`src/hdl/rsag_ram.sv`:
```
// Generic simple dual-port RAM: one write port, one read port with registered data.
// The read register loads only when the read enable is high.
`timescale 1ns / 1ps

module rsag_ram #(
    parameter int WIDTH = 16,
    parameter int DEPTH = 256
) (
    input  logic                     aclk,
    input  logic                     we,
    input  logic [$clog2(DEPTH)-1:0] waddr,
    input  logic [WIDTH-1:0]         wdata,
    input  logic                     re,
    input  logic [$clog2(DEPTH)-1:0] raddr,
    output logic [WIDTH-1:0]         rdata
);

    logic [WIDTH-1:0] mem_reg [DEPTH];
    logic [WIDTH-1:0] rdata_reg;

    always_ff @(posedge aclk) begin
        if (we) begin
            mem_reg[waddr] <= wdata;
        end
        if (re) begin
            rdata_reg <= mem_reg[raddr];
        end
    end

    assign rdata = rdata_reg;

endmodule

```
`config.mk`:
```
export PLATFORM = sky130hd
export DESIGN_NAME = rsag_ram
export DESIGN_NICKNAME = d
export VERILOG_FILES = /design/src/hdl/rsag_ram.sv
export SDC_FILE = /design/constraint.sdc
export NUM_CORES = 2
export LEC_CHECK = 0
export ABC_CLOCK_PERIOD_IN_PS = 5300
export BUFFER_PORTS_ARGS = -buffer_cell sky130_fd_sc_hd__buf_2
export CORE_UTILIZATION = 60
export CTS_CLUSTER_DIAMETER = 150
export CTS_CLUSTER_SIZE = 25
export DETAILED_ROUTE_END_ITERATION = 10
export PLACE_DENSITY = 0.76
export SYNTH_ARGS = -nofsm -noshare
export SYNTH_HDL_FRONTEND = slang
export SYNTH_SLANG_ARGS = --single-unit
```
`constraint.sdc`:
```
create_clock -name aclk -period 5.3 [get_ports aclk]
set_input_delay 1.325 -clock aclk [delete_from_list [all_inputs] [get_ports aclk]]
set_output_delay 1.325 -clock aclk [all_outputs]
set_load 0.1 [all_outputs]
```
Word level (Yosys, flattened, before mapping)
Memories as Yosys holds them, arrays and structs flattened. A register that Yosys moved wholly into a read port is not among the register bits.
Cells that the tools add are included.
{ "totals": {"inputBits": 35, "out_inout_bits": 16, "latch_bits": 0, "regBits": 0, "word_cells": 3, "n_memories": 1, "ramBits": 4096, "mem_bits_ro": 0} }
{ "classes": {"n_mux": 2, "n_mul": 0, "n_lt_le_gt_ge": 0, "addsub": 0, "bitwise": 0, "reduce_logical": 0, "shift": 0, "div": 0, "n_eq_ne": 0} }
{ "memory_table": {"columns": ["memory", "depth", "width", "read_ports", "rd_clocked_by_memory_dff", "write_ports", "line_no", "rtl"], "rows": [
  ["mem_reg", 256, 16, 1, 1, 1, "18", "logic [WIDTH-1:0] mem_reg [DEPTH];"]
]} }
{ "op_table": {"columns": ["op", "n"], "rows": [
  ["two-way mux 1 bit", 2]
]} }

Depth between registers and ports, before layout
{ "depth": {"ltp_word": 2, "depth_mapped": 12, "depth_no_buf": 6} }

Worst setup path before layout
OpenSTA, ideal clock, no wires.
{ "synth_timing": {"path_type": "input -> register", "startpoint": "input port raddr[0]", "endpoint": "register rdata_reg[4], in the netlist rdata[4], read port of mem_reg, data pin", "setup_slack_ns": 1.726, "cell_stages": 8, "setup_time_ns": 0.265, "required_time_ns": 5.035, "path_buffers": 3, "arrival_ns": 3.309, "cell_sequence": "buf_6 > buf_6 > buf_2 > mux4_2 > mux4_2 > a22o_1 > o32ai_2 > nor4_2"} }
{ "synth_lines": {"columns": ["element", "line_no", "rtl"], "rows": [
  ["start: declaration", "14", "input logic [$clog2(DEPTH)-1:0] raddr,"],
  ["end: declaration", "19", "logic [WIDTH-1:0] rdata_reg;"]
]} }

==> flow_metrics.env <==
export IMPL_status="complete, no violations"
export IMPL_cp_start_kind="primary input"
export IMPL_syn_area_per_cell_um2=21.6
export IMPL_finish_utilization_pct=65.1
export IMPL_initial_core_util_pct=60.5
export IMPL_cts_setup_buffers=0
export IMPL_switching_share_pct=21.4
export IMPL_drc=0
export IMPL_rows=188
export IMPL_drt_first_pass_iters=8
export IMPL_finClkSkew_ps=34.4
export IMPL_peakVddDrop_v=0.000377
export IMPL_whs_ps=842
export IMPL_synthToLayoutAreaGrowth_pct=7.61
export IMPL_synth_top_area_share_pct=77.7
export IMPL_ys_top_cells_by_count="edfxtp_1, mux4_2, mux2i_1"
export IMPL_cts_path_max_buffers=3
export IMPL_seqCellArea_um2=123000
export IMPL_arrival_ps=4730
export IMPL_hpwl_um=242000
export IMPL_floorplan_die_height_um=517
export IMPL_htree_levels=4
export IMPL_critPathKind="in -> reg"
export IMPL_endpoint_kind="flip-flop"
export IMPL_rsz0062_at_grt="no"
export IMPL_min_period_over_period_pct=76.6
export IMPL_syn_inst=7360
export IMPL_port_buffers=50
export IMPL_die_w_um=517
export IMPL_multi_input_area_um2=32800
export IMPL_clkSinkCount=4112
export IMPL_ant_nets=0
export IMPL_wire_per_inst_um=35.9
export IMPL_clkTransAtPathRegs_ps=100
export IMPL_ys_types=51
export IMPL_powerDensity_nw_per_um2=323
export IMPL_clock_latency_ps=920
export IMPL_io_pins=51
export IMPL_place_area_um2=166000
export IMPL_cts_buffers=183
export IMPL_synth_area_leaders="edfxtp_1, mux4_2, mux2i_1, o221ai_1, nor2_1"
export IMPL_setup_viol=0
export IMPL_antenna_found_initial=37
export IMPL_core_area_um2=263000
export IMPL_leakage_nw=53.3
export IMPL_grt_overflow=0
export IMPL_largest_reg_flops=4096
export IMPL_final_setup_tns_ps=0
export IMPL_synth_edf_count=4112
export IMPL_vias=79600
export IMPL_gp_congestion=0.940
export IMPL_async_flop_share_pct=0
export IMPL_drt_vias_per_instance=7.08
export IMPL_track_usage_pct=30.5
export IMPL_pwr_share_clk_pct=28.7
export IMPL_drt_iter0_drc=13200
export IMPL_grt_max_degree=136
export IMPL_cts_root_buf="clkbuf_16"
export IMPL_worst_endpoint_required_ps=5970
export IMPL_slew_headroom_pct=10.9
export IMPL_synth_fp_nets=7395
export IMPL_cts_resized=0
export IMPL_timing_fmax_mhz=246
export IMPL_fp_dieArea_um2=267000
export IMPL_synthFlopType="edfxtp_1"
export IMPL_fin_crit_ps=4060
export IMPL_ys_ff_latch=4112
export IMPL_p_comb_share_pct=6.3
export IMPL_hold_buffers=0
export IMPL_synth_sequential_area_ratio_pct=77.7
export IMPL_maxCapViolCount=0
export IMPL_drive_gt1_share_pct=22.4
export IMPL_stdcell_area_um2=171000
export IMPL_fillCellCount=16400
export IMPL_grt_pass1_wl_um=570000
export IMPL_tightestPinTransition_ps=1330
export IMPL_path_max_fanout=42
export IMPL_slew_viol_final=0
export IMPL_p_sw_w=0.0118
export IMPL_power_frac_seq_pct=65.0
export IMPL_yosysWarnings=0
export IMPL_finalHoldViolations=0
export IMPL_hp_class="in -> reg"
export IMPL_p_int_w=0.0433
export IMPL_nets=7727
export IMPL_cts_tree="yes"
export IMPL_synth_most_common_cell="edfxtp_1"
export IMPL_grt_pass1_vias=77300
export IMPL_postRouteWirelength_um=404000
export IMPL_yosysTopAreaCell="edfxtp_1"
export IMPL_syn_area_um2=159000
power by group through the flow:
stage | Clock [W] | Combinational [W] | Sequential [W]
finish | 0.0158 | 0.00345 | 0.0359
global route | 0.0169 | 0.00357 | 0.0359
CTS | 0.0159 | 0.00342 | 0.0359
detailed placement | 0 | 0.00341 | 0.0366
global placement | 0 | 0.00333 | 0.0366
floorplan | 0 | 0.00177 | 0.0367
placed cells by master, fill, tap and decap left out, types with 90 or more instances in the layout:
cell       Yosys  layout
nor2_1       304     284
o22ai_1      148     148
clkbuf_16      0     186
buf_4         26     493
a21oi_1      175     175
nor3_1        92      90
mux2i_1      565     565
mux4_2       797     797
o221ai_1     252     252
edfxtp_1    4112    4112
final timing paths:
kind              cells after the start                         to                 startpoint  slack, ps
setup / recovery                     11         rdata[0]$_DFFE_PP_                   raddr[2]       1240
hold / removal                        1  mem_reg[246][2]$_DFFE_PP_                   wdata[2]        840
setup reg to reg                      7         rdata[2]$_DFFE_PP_  mem_reg[130][2]$_DFFE_PP_       2200
hold reg to reg                       6         rdata[7]$_DFFE_PP_  mem_reg[248][7]$_DFFE_PP_       1150
through the flow:
step | worst slack [ps] | std cells | total power, W
6_report | 1240 | 11200 | 0.0551
3_3_place_gp | 328 | 11000 | 0.0399
2_1_floorplan | 1730 | 7360 | 0.0385
4_1_cts | 1350 | 11200 | 0.0552
3_5_place_dp | 355 | 11000 | 0.0400
5_1_grt | 1170 | 11200 | 0.0564
critical path, cell delays in order:
cell and delay (ps):
clkbuf_8 300, nand2b_4 480, buf_12 270, buf_12 290, buf_4 360, buf_4 240, o221ai_1 180, o22ai_1 590
a22oi_1 140, nand3_1 290, nor4_1 90
layout make-up:
cell class	instances	share of cell area, %
antenna	19	0.0278
clock inverter	14	0.141
tap	3515	2.57
inverter	4	0.0161
multi-input combinational	2792	19.2
timing repair buffer	599	3.09
sequential	4112	72.2
clock buffer	186	2.72
metal layers:
metal / up-vias / GRT usage (%) / wire, um / share of wire, %
li1: 31600 / - / - / -
met1: 41700 / 43.1 / 144000 / 36
met2: 5610 / 47.3 / 192000 / 48
met3: 747 / 6.63 / 50000 / 12
met4: 14 / 11.6 / 17300 / 4.3
met5: - / 0 / 106 / 0.026
logic make-up (layout without fill, tap and decap cells):
| logic type | Yosys count | after routing | synth area share (%) |
|---|---|---|---|
| AO/OA/AOI/OAI | 786 | 786 | 3.53 |
| AND/OR/NAND/NOR | 556 | 556 | 1.57 |
| multiplexers | 1450 | 1450 | 15.5 |
| other | 0 | 19 | 0 |
| buffers and inverters | 456 | 803 | 1.69 |
| flip-flops | 4112 | 4112 | 77.7 |
No activity file was read; power rests on OpenSTA's default activity.
